### src/rtl/cba_pkg.sv
// Shared types and constants for the contiguous bitmap allocator.
// No dependencies; every other file of the block but cba_ram imports this package.
package cba_pkg;

   // Widths of the fixed request, response and register fields.
   localparam int OPCODE_W = 2;
   localparam int INDEX_W  = 11;
   localparam int DATA_W   = 32;
   localparam int RUN_W    = 17;
   localparam int START_W  = 16;
   localparam int FDB_W    = 16;

   // Largest supported word is 64 bits, so bit positions fit in six bits.
   localparam int MAX_WORD_LOG = 6;

   localparam logic [OPCODE_W-1:0] OP_WRITE = 2'd0;
   localparam logic [OPCODE_W-1:0] OP_READ  = 2'd1;
   localparam logic [OPCODE_W-1:0] OP_ALLOC = 2'd2;
   localparam logic [OPCODE_W-1:0] OP_NOP   = 2'd3;

   // What the run finder reports about one bitmap word.
   typedef struct packed {
      logic                    inside_hit;   // a full run lies inside the word
      logic [MAX_WORD_LOG-1:0] inside_end;   // lowest bit that ends such a run
      logic                    all_free;     // no used bit in the word
      logic [MAX_WORD_LOG:0]   bottom_free;  // free bits counted up from bit 0
      logic [MAX_WORD_LOG:0]   top_free;     // free bits counted down from the top bit
   } scan_result_type;

endpackage

### src/rtl/cba_run_finder.sv
// Per-word analysis for the first-fit scan: free runs inside one bitmap word.
// Depends on cba_pkg for the result struct.
module cba_run_finder #(
   parameter int WORD_BITS = 32,
   localparam int LOG_W = $clog2(WORD_BITS)
) (
   input  logic [WORD_BITS-1:0]   word,
   input  logic [LOG_W:0]         need_low,
   input  logic                   need_fits,
   output cba_pkg::scan_result_type result
);
   import cba_pkg::*;

   // free_run[k][p] is set when the 2**k bits ending at bit p are all free.
   logic [WORD_BITS-1:0] free_run [LOG_W+1];
   logic [WORD_BITS-1:0] window;

   always_comb begin
      free_run[0] = ~word;
      for (int k = 1; k <= LOG_W; k++) begin
         free_run[k] = free_run[k-1] & (free_run[k-1] << (2 ** (k-1)));
      end
   end

   // Chain power-of-two windows along the bits of the request length.
   always_comb begin
      logic [LOG_W+1:0] offset;
      window = '1;
      offset = '0;
      for (int k = 0; k <= LOG_W; k++) begin
         if (need_low[k]) begin
            window = window & (free_run[k] << offset);
            offset = offset + (LOG_W+2)'(2 ** k);
         end
      end
      if (!need_fits) begin
         window = '0;
      end
   end

   always_comb begin
      result.inside_hit  = |window;
      result.inside_end  = '0;
      result.all_free    = ~|word;
      result.bottom_free = (MAX_WORD_LOG+1)'(WORD_BITS);
      result.top_free    = (MAX_WORD_LOG+1)'(WORD_BITS);
      for (int p = WORD_BITS-1; p >= 0; p--) begin
         if (window[p]) begin
            result.inside_end = MAX_WORD_LOG'(p);
         end
         if (word[p]) begin
            result.bottom_free = (MAX_WORD_LOG+1)'(p);
         end
      end
      for (int p = 0; p < WORD_BITS; p++) begin
         if (word[p]) begin
            result.top_free = (MAX_WORD_LOG+1)'(WORD_BITS - 1 - p);
         end
      end
   end

endmodule

### config.mk
export PLATFORM = sky130hd
export DESIGN_NAME = cba_run_finder
export DESIGN_NICKNAME = d
export VERILOG_FILES = /design/src/rtl/cba_pkg.sv /design/src/rtl/cba_run_finder.sv
export SDC_FILE = /design/constraint.sdc
export NUM_CORES = 1
export LEC_CHECK = 0
export BUFFER_PORTS_ARGS = -buffer_cell sky130_fd_sc_hd__clkbuf_2
export CORE_MARGIN = 10
export CORE_UTILIZATION = 35
export DETAILED_ROUTE_END_ITERATION = 12
export MAX_ROUTING_LAYER = met4
export PLACE_DENSITY = 0.63
export SYNTH_ARGS = -nofsm -noshare
export SYNTH_HDL_FRONTEND = slang
export SYNTH_SLANG_ARGS = --single-unit
### constraint.sdc
create_clock -name vclk -period 6.1
set_clock_uncertainty 0.1 [all_clocks]
set_input_delay 0.61 -clock vclk [all_inputs]
set_output_delay 0.61 -clock vclk [all_outputs]
set_load 0.01 [all_outputs]
---- Yosys cells after proc, flatten, opt, wreduce, memory -nomap -nowiden ----
Index checks and enable logic that the tools add are counted.
storage, ports and cells
  bits in registers ....................... 0
  input bits .............................. 39
  word-level logic and storage cells ...... 131
operators by class
  mux-type cells .......................... 108
  $add $sub $neg .......................... 4
  reductions and logical operators ........ 3
  bitwise operators ....................... 11
  shifts and indexed selects .............. 5
operators with widths
  kind                                         count
  2-to-1 mux 7 bit                             63
  AND 32 bit                                   10
  2-to-1 mux 32 bit                            7
  2-to-1 mux 6 bit                             32
  left shift 32 x 7 -> 32 bit                  5
  OR reduction 32 bit                          2
  NOT 32 bit                                   1
  2-to-1 mux 5 bit                             5
  adder 7 x 2 -> 7 bit, second input constant  1
  adder 7 x 3 -> 7 bit, second input constant  1
  adder 7 x 4 -> 7 bit, second input constant  1
  adder 7 x 5 -> 7 bit, second input constant  1
  zero test 1 bit                              1
  2-to-1 mux 1 bit                             1

---- Logic depth before layout (Yosys ltp) ----
Gate-level depths: netlist of the first run.
  depth after elaboration ................. 46
  gate-level depth with buffers ........... 13
  depth with buffers taken out ............ 9

---- Worst setup path before layout of the first run ----
No wires, ideal clock.
  path kind ............................... input to output
  from .................................... in word[7]
  to ...................................... out result[16] in the netlist's numbering
  data required time ...................... 5.390 ns
  stages on the path ...................... 10
  arrival ................................. 3.107 ns
  setup slack ............................. 2.283 ns
  path buffers ............................ 1
  cells stage by stage .................... buf_2 > mux2_2 > or4_1 > nor4_4 > o2bb2ai_2 > a21oi_1 > a211o_1 > a211oi_1 > o311ai_1 > a311oi_1
RTL lines
  what         RTL line              RTL
  from (decl)  cba_run_finder.sv:7   input logic [WORD_BITS-1:0] word,
  to (decl)    cba_run_finder.sv:10  output cba_pkg::scan_result_type result

==> results.cfg, run 1 <==
[run_status]
outcome = finished clean

[floorplan]
row_count = 42
io_pins = 61
die_area_um2 = 18600
die_y_um = 136
die_w_um = 136
core_um2 = 13200
start_util_pct = 35.9

[synthesis]
syn-cell-area_um2 = 4750
ys_types = 85
yosysWarnings = 0
synth_top_area_share_pct = 5.90
synth_top_cells_by_area = a21oi_1 (5.9%), nor2_1 (4.8%), nand2_1 (4.4%)
synth.avg_cell_area_um2 = 6.32
ys_seq_area_share_pct = 0
synth_top_area_cell = a21oi_1
syn-instance-count = 752

[setup_path]
cpPeakStageDelay_ns = 0.81
critPathArrivalTime_ns = 4.43
cp_slowest_cell = nor4_4
path_common_cell = clkbuf_2
crit_type = input pin to primary output
endpoint_kind = primary output
cp_max_fo = 14
critPathTopFamily = simple AND/OR/NAND/NOR gates
required_ns = 5.39
crit_chain = clkbuf_2 -> nor4_4 -> nand4_1 -> o311ai_0 -> o221ai_1 -> o21ai_0 -> nand2_1 -> o31ai_1 -> a2111oi_2 -> nor3_1 -> clkbuf_2
crit_buf_inv = 2
cp-start-kind = input pin

[global_route]
grt_max_degree = 84
grt_pass1_vias = 5772
grt_pass1_wl_um = 32400
grt-ovfl-total = 0
antenna_found_initial = 0
gr-usage-all-layers_pct = 21.7

[detailed_routing]
routed-via-count = 6423
first_pass_iters = 5
drt-total-wl_um = 20600
drtIter0Drc = 917
postRouteAntennaNets = 0
viasPerCell = 7.03
wl_per_cell_um = 22.6
drc_errors = 0

[sta]
tns_ns = 0
setup_viol = 0
worst_slack_ns = 0.959
max_freq_mhz = 195
max_slew_margin_pct = 29.7
hold_viol_final = 0
rsz0062_at_grt = no
drv_slew = 0
fin_crit_sh_pct = 84.3
period_minus_slack_ns = 5.14
worstMarginPinSlew_ns = 1.05
holdWs_ns = 1.57

[final_layout]
area_growth_pct = 4.58
final_cell_mix = nor2_1 (61), clkbuf_2 (58), nand2_1 (56), a21oi_1 (56), o21ai_0 (40)
regArea_um2 = 0
fin_nets = 779
mostFrequentLayoutCell = nor2_1
clkbuf_count = 0
antenna_cells = 0
seq_cells = 0
drive_gt1_share_pct = 14.6

[power_and_ir_drop]
power_density_nw_per_um2 = 58.1
cellLeakagePower_uw = 0.00157
total_power_uw = 288
ir_worst_vdd_mv = 0.0491

[placement]
routabilityCongestion = 0.999
io_buffers = 58
dp_slack_ns = 1.08
place_hpwl_um = 15300

[clock_tree]
post_cts_hold_buffer_count = 0
ctsResizeCount = 0
post_cts_buffers = 0

[job]
cap_viol_max_count = 0

[min_path]
hold_class = input pin to primary output
[per-layer routing]
metal / up-vias / share of wire (%) / GRT usage [%]
li1: 2962 / - / -
met3: 65 / 9.2 / 2.46
met5: - / 0 / -
met1: 2968 / 42 / 29.3
met4: 0 / 4.6 / 7.93
met2: 428 / 44 / 32.4
[layout make-up]
type / instances / area (um2)
inverter: 18 / 67.6
timing repair buffer: 68 / 390
fill: 1491 / 8280
tap: 176 / 220
multi-input combinational: 652 / 4290
[metrics by stage]
stage / instances / utilization, % / cell area, um2
3_5_place_dp: 914 / 37.5 / 4970
3_3_place_gp: 914 / 37.5 / 4970
5_1_grt: 914 / 37.5 / 4970
6_report: 914 / 37.5 / 4970
2_1_floorplan: 754 / - / 4760
4_1_cts: 914 / 37.5 / 4970
[Yosys cell counts, drive strengths merged (8+ instances only)]
master    n
nor2     61
a21oi    56
nand2    56
clkbuf   51
o21ai    44
nor3     40
buf      33
nor4     23
a211oi   19
nand3    18
inv      16
nand2b   16
nand4    16
or4      16
or2      15
or3      15
o211ai   14
nor2b    13
a221o    11
a31oi    11
and2     11
o31ai    11
a21o     10
a2111oi   9
a211o     9
a21boi    9
o22ai     9
mux2      8
mux2i     8
nor3b     8
o2111ai   8
o311ai    8
[report_power, final]
group | total (uW) | switching (uW) | internal (uW) | leakage, uW
Combinational | 288 | 195 | 93.4 | 0.00157
Clock | 0 | 0 | 0 | 0
Sequential | 0 | 0 | 0 | 0
[final timing paths]
| kind | start | end | slack [ns] | cells after the start |
|---|---|---|---|---|
| worst min-delay path | word[31] | result[0] | 1.57 | 5 |
| worst max-delay path | word[6] | result[15] | 0.96 | 11 |
[kinds of logic after synthesis]
kind of cell | after synthesis | share of synthesized area [%]
buffers and inverters | 102 | 9.85
AO/OA/AOI/OAI | 306 | 47.4
AND/OR/NAND/NOR | 326 | 38.6
multiplexers | 17 | 4.06
other | 1 | 0.0790
Power figures use the tool's default switching activity.
==> inputs of run 2 (changes only) <==
Settings changed: PLACE_DENSITY 0.63 to 0.65.
Clock period 6.1 ns to 4.33 ns, I/O delays scaled along.
==> results.cfg, run 2 (synthesis gave the netlist of run 1 again) <==
[run_status]
outcome = finished clean

[min_path]
hold_class = input pin to primary output
hp-start = word[31]

[global_route]
grt_pass1_wl_um = 33100
grt_pass1_vias = 6143
grt-ovfl-total = 0
grt_max_degree = 51
gr-usage-all-layers_pct = 21.9
antenna_found_initial = 0

[sta]
hold_viol_final = 0
setup_viol = 0
drv_slew = 0
fin_crit_sh_pct = 96.7
tns_ns = 0
max_freq_mhz = 239
max_slew_margin_pct = 59.2
worstMarginPinSlew_ns = 0.597
rsz0062_at_grt = no
period_minus_slack_ns = 4.19
holdWs_ns = 1.23

[final_layout]
regArea_um2 = 0
finish.utilization_pct = 39.5
fin_nets = 810
mostFrequentLayoutCell = nor2_1
fill_cells = 1471
fin_cells = 945
area_growth_pct = 10.1
antenna_cells = 0
clkbuf_count = 0
seq_cells = 0
drive_gt1_share_pct = 18.2
postLayoutCellArea_um2 = 5230
final_cell_mix = nor2_1 (61), clkbuf_2 (58), nand2_1 (56), a21oi_1 (56), o21ai_0 (40)

[setup_path]
cpPeakStageDelay_ns = 0.45
required_ns = 3.80
endpoint = result[15]
endpoint_kind = primary output
crit_type = input pin to primary output
critPathTopFamily = compound AO/OA/AOI/OAI gates
critPathLaunch = need_low[0]
cp_max_fo = 50
critPathArrivalTime_ns = 3.65
cp_slowest_cell = or3_1
crit_chain = clkbuf_2 -> buf_12 -> mux2_1 -> or3_1 -> or3_1 -> a21o_1 -> a311o_1 -> a311o_1 -> o2bb2ai_1 -> a2111oi_2 -> nor3_1 -> clkbuf_2
crit_cells = 12
cp-start-kind = input pin
crit_buf_inv = 3

[detailed_routing]
drtIter0Drc = 911
wl_per_cell_um = 21.9
routed-via-count = 6544
postRouteAntennaNets = 0
drc_errors = 0
first_pass_iters = 6
drt-total-wl_um = 20700
viasPerCell = 6.92

[power_and_ir_drop]
seq_power_share_pct = 0
swShare_pct = 65.3
power_density_nw_per_um2 = 81.5
cellLeakagePower_uw = 0.00173
p_clk_share_pct = 0
power_switching_uw = 278
pwr-share-comb_pct = 100.0
p_int_uw = 148
ir_worst_vdd_mv = 0.0360

[placement]
routabilityCongestion = 1.01
place_hpwl_um = 16100
io_buffers = 58
dpl_cell_area_um2 = 5230
place_inst = 945

[clock_tree]
post_cts_buffers = 0
post_cts_hold_buffer_count = 0

[floorplan]
row_count = 42
die_area_um2 = 18600
die_y_um = 136
core_um2 = 13200
start_util_pct = 35.9
io_pins = 61
die_w_um = 136

[job]
cap_viol_max_count = 0
-- run 2: cell types whose count changed in the layout (fill, tap and decap cells not counted) --
cell / delta
buf_4: +29
buf_12: +2
nor3_2: +1
nor3_1: -1
a2111oi_1: +1
a2111oi_0: -1
-- run 2: how the worst min path moves through the flow --
stage,to,slack (ns),cells past startpoint
after floorplan,result[10],0.92,3
after global placement,result[0],1.21,5
after detailed placement,result[0],1.22,5
after CTS,result[0],1.22,5
after global routing,result[0],1.30,5
final,result[0],1.23,5
-- run 2: stage by stage --
stage	power, uW	setup WS [ns]
2_1_floorplan	283	0.867
3_3_place_gp	413	0.228
3_5_place_dp	413	0.239
4_1_cts	415	0.211
5_1_grt	463	0.00195
6_report	426	0.142
-- run 2: repair_timing --
item / CTS / global route
endpoints found under the hold margin: 0 / 0
gates resized for setup: 0 / 2
setup endpoints to repair: 0 / 1
-- run 2: final cells by class --
class              instances  area, um2  share of cell area [%]
multi-input cells        652       4300                    82.1
inverters                 18       67.6                    1.29
well taps                176        220                    4.21
repair buffers            99        648                    12.4
-- run 2: routing by layer --
| layer | vias to the layer above | routed length (um) | global-route usage [%] |
|---|---|---|---|
| li1 | 3020 | - | - |
| met1 | 3031 | 8930 | 29.1 |
| met2 | 412 | 8900 | 33.1 |
| met3 | 81 | 1880 | 2.86 |
| met4 | 0 | 977 | 8.40 |
| met5 | - | 0 | - |
-- run 2: power by group through the flow --
stage / clock (uW) / combinational [uW] / sequential (uW)
after detailed placement: 0 / 413 / 0
after CTS: 0 / 415 / 0
after global routing: 0 / 463 / 0
final: 0 / 426 / 0
after floorplan: 0 / 283 / 0
after global placement: 0 / 413 / 0
==> inputs of run 3 (changes only) <==
--- a/config.mk
+++ b/config.mk
@@ -11,5 +11,5 @@
 export DETAILED_ROUTE_END_ITERATION = 12
 export MAX_ROUTING_LAYER = met4
-export PLACE_DENSITY = 0.65
+export PLACE_DENSITY = 0.63
 export SYNTH_ARGS = -nofsm -noshare
 export SYNTH_HDL_FRONTEND = slang
==> constraint.sdc (replaced) <==
create_clock -name vclk -period 4
set_clock_uncertainty 0.1 [all_clocks]
set_input_delay 0.6 -clock vclk [all_inputs]
set_output_delay 0.6 -clock vclk [all_outputs]
set_load 0.01 [all_outputs]
==> results.cfg, run 3 (synthesis gave the netlist of run 1 again) <==
[sta]
rsz0062_at_grt = yes
period_minus_slack_ns = 4.09
fin_crit_sh_pct = 102
holdWs_ns = 1.58
drv_slew = 0
worst_slack_ns = -0.0867
setup_viol = 5
max_slew_margin_pct = 59.0
max_freq_mhz = 245
hold_viol_final = 0
tns_ns = -0.252
worstMarginPinSlew_ns = 0.609

[run_status]
outcome = finished, violations left
violations = setup timing

[floorplan]
die_y_um = 136
die_area_um2 = 18600
core_um2 = 13200
io_pins = 61
die_w_um = 136
start_util_pct = 35.9
row_count = 42

[global_route]
grt-ovfl-total = 0
antenna_found_initial = 0
grt_max_degree = 44
gr-usage-all-layers_pct = 25.5
grt_pass1_wl_um = 38100
grt_pass1_vias = 7015

[placement]
place_hpwl_um = 19200
routabilityCongestion = 1.01
io_buffers = 58

[detailed_routing]
wl_per_cell_um = 21.2
drc_errors = 0
drt-total-wl_um = 24200
routed-via-count = 7367
postRouteAntennaNets = 0
viasPerCell = 6.46
first_pass_iters = 5
drtIter0Drc = 874

[power_and_ir_drop]
seq_power_share_pct = 0
cellLeakagePower_uw = 0.00282
total_power_uw = 624
power_switching_uw = 352
ir_worst_vdd_mv = 0.0478
power_density_nw_per_um2 = 86.6
p_clk_share_pct = 0
p_int_uw = 272
swShare_pct = 56.5
pwr-share-comb_pct = 100.0

[final_layout]
fill_cells = 1361
antenna_cells = 0
drive_gt1_share_pct = 41.0
mostFrequentLayoutCell = buf_4
final_cell_mix = buf_4 (222), nor2_1 (60), nand2_1 (56)
regArea_um2 = 0
clkbuf_count = 0
multiInputGateArea_um2 = 4680
area_growth_pct = 51.7
seq_cells = 0
fin_nets = 1006

[clock_tree]
post_cts_hold_buffer_count = 0

[setup_path]
crit_buf_inv = 4
crit_chain = clkbuf_16 -> buf_12 -> mux2_1 -> or4_4 -> nor2_2 -> a32oi_4 -> buf_4 -> o2111ai_1 -> and2_1 -> o31ai_2 -> a2111oi_2 -> nor3_1 -> clkbuf_2
required_ns = 3.30
critPathTopFamily = simple AND/OR/NAND/NOR gates
cp_max_fo = 8
critPathArrivalTime_ns = 3.39
crit_type = input pin to primary output
cpPeakStageDelay_ns = 0.51
cp_slowest_cell = or4_4
critPathLaunch = need_low[0]
endpoint_kind = primary output
cp-start-kind = input pin

[job]
cap_viol_max_count = 0

[min_path]
hp-start = word[0]
hold_class = input pin to primary output
==> run 3: cell types whose count changed in the layout (fill, tap and decap cells not counted), moves of 5 or more <==
cell	delta
a211oi_1	-8
a211oi_2	+8
buf_4	+185
buf_6	+6
clkbuf_2	-5
nor3_1	-6
nor3_2	+6
==> run 3: final timing paths <==
kind	to	cells after the start
max	result[15]	13
min	result[7]	4
==> run 3: per-layer routing <==
metal,global-route usage [%],up-vias,wire length [um],share of wire (%)
met5,-,-,0,0
met4,9.17,0,1100,4.5
met3,2.09,85,1820,7.5
met2,41.8,419,11300,47
met1,32.1,3452,9980,41
li1,-,3411,-,-
==> run 3: power groups by stage <==
stage | Clock, uW | Combinational (uW) | Sequential, uW
6_report | 0 | 624 | 0
5_1_grt | 0 | 666 | 0
4_1_cts | 0 | 594 | 0
3_5_place_dp | 0 | 567 | 0
3_3_place_gp | 0 | 565 | 0
2_1_floorplan | 0 | 306 | 0
==> run 3: worst min-delay path, stage by stage <==
cell	delay (ns)
clkbuf_2	0.18
a221o_1	0.14
a31oi_1	0.04
clkbuf_2	0.12
==> run 3: final cells by class <==
type | count | share of cell area, %
repair buffers | 295 | 31.0
multi-input cells | 652 | 64.9
well taps | 176 | 3.06
inverters | 18 | 1.01
==> run 3: stage by stage <==
stage	std cells	area [um2]	util (%)	setup WS, ns
final	1141	7200	54.4	-0.0867
after detailed placement	1136	6710	50.7	-0.271
after global routing	1141	7200	54.4	-0.217
after global placement	1136	6710	50.7	-0.267
after floorplan	754	4760	-	0.203
after CTS	1140	7030	53.1	-0.0578
==> run 3: what timing repair did <==
item | 4_1_cts | 5_1_grt
setup buffers | 3 | 1
pin swaps | 17 | 11
hold endpoints to repair | 0 | 0
gates resized for setup | 56 | 36
cloned | 1 | 0
setup endpoints to repair | 6 | 6
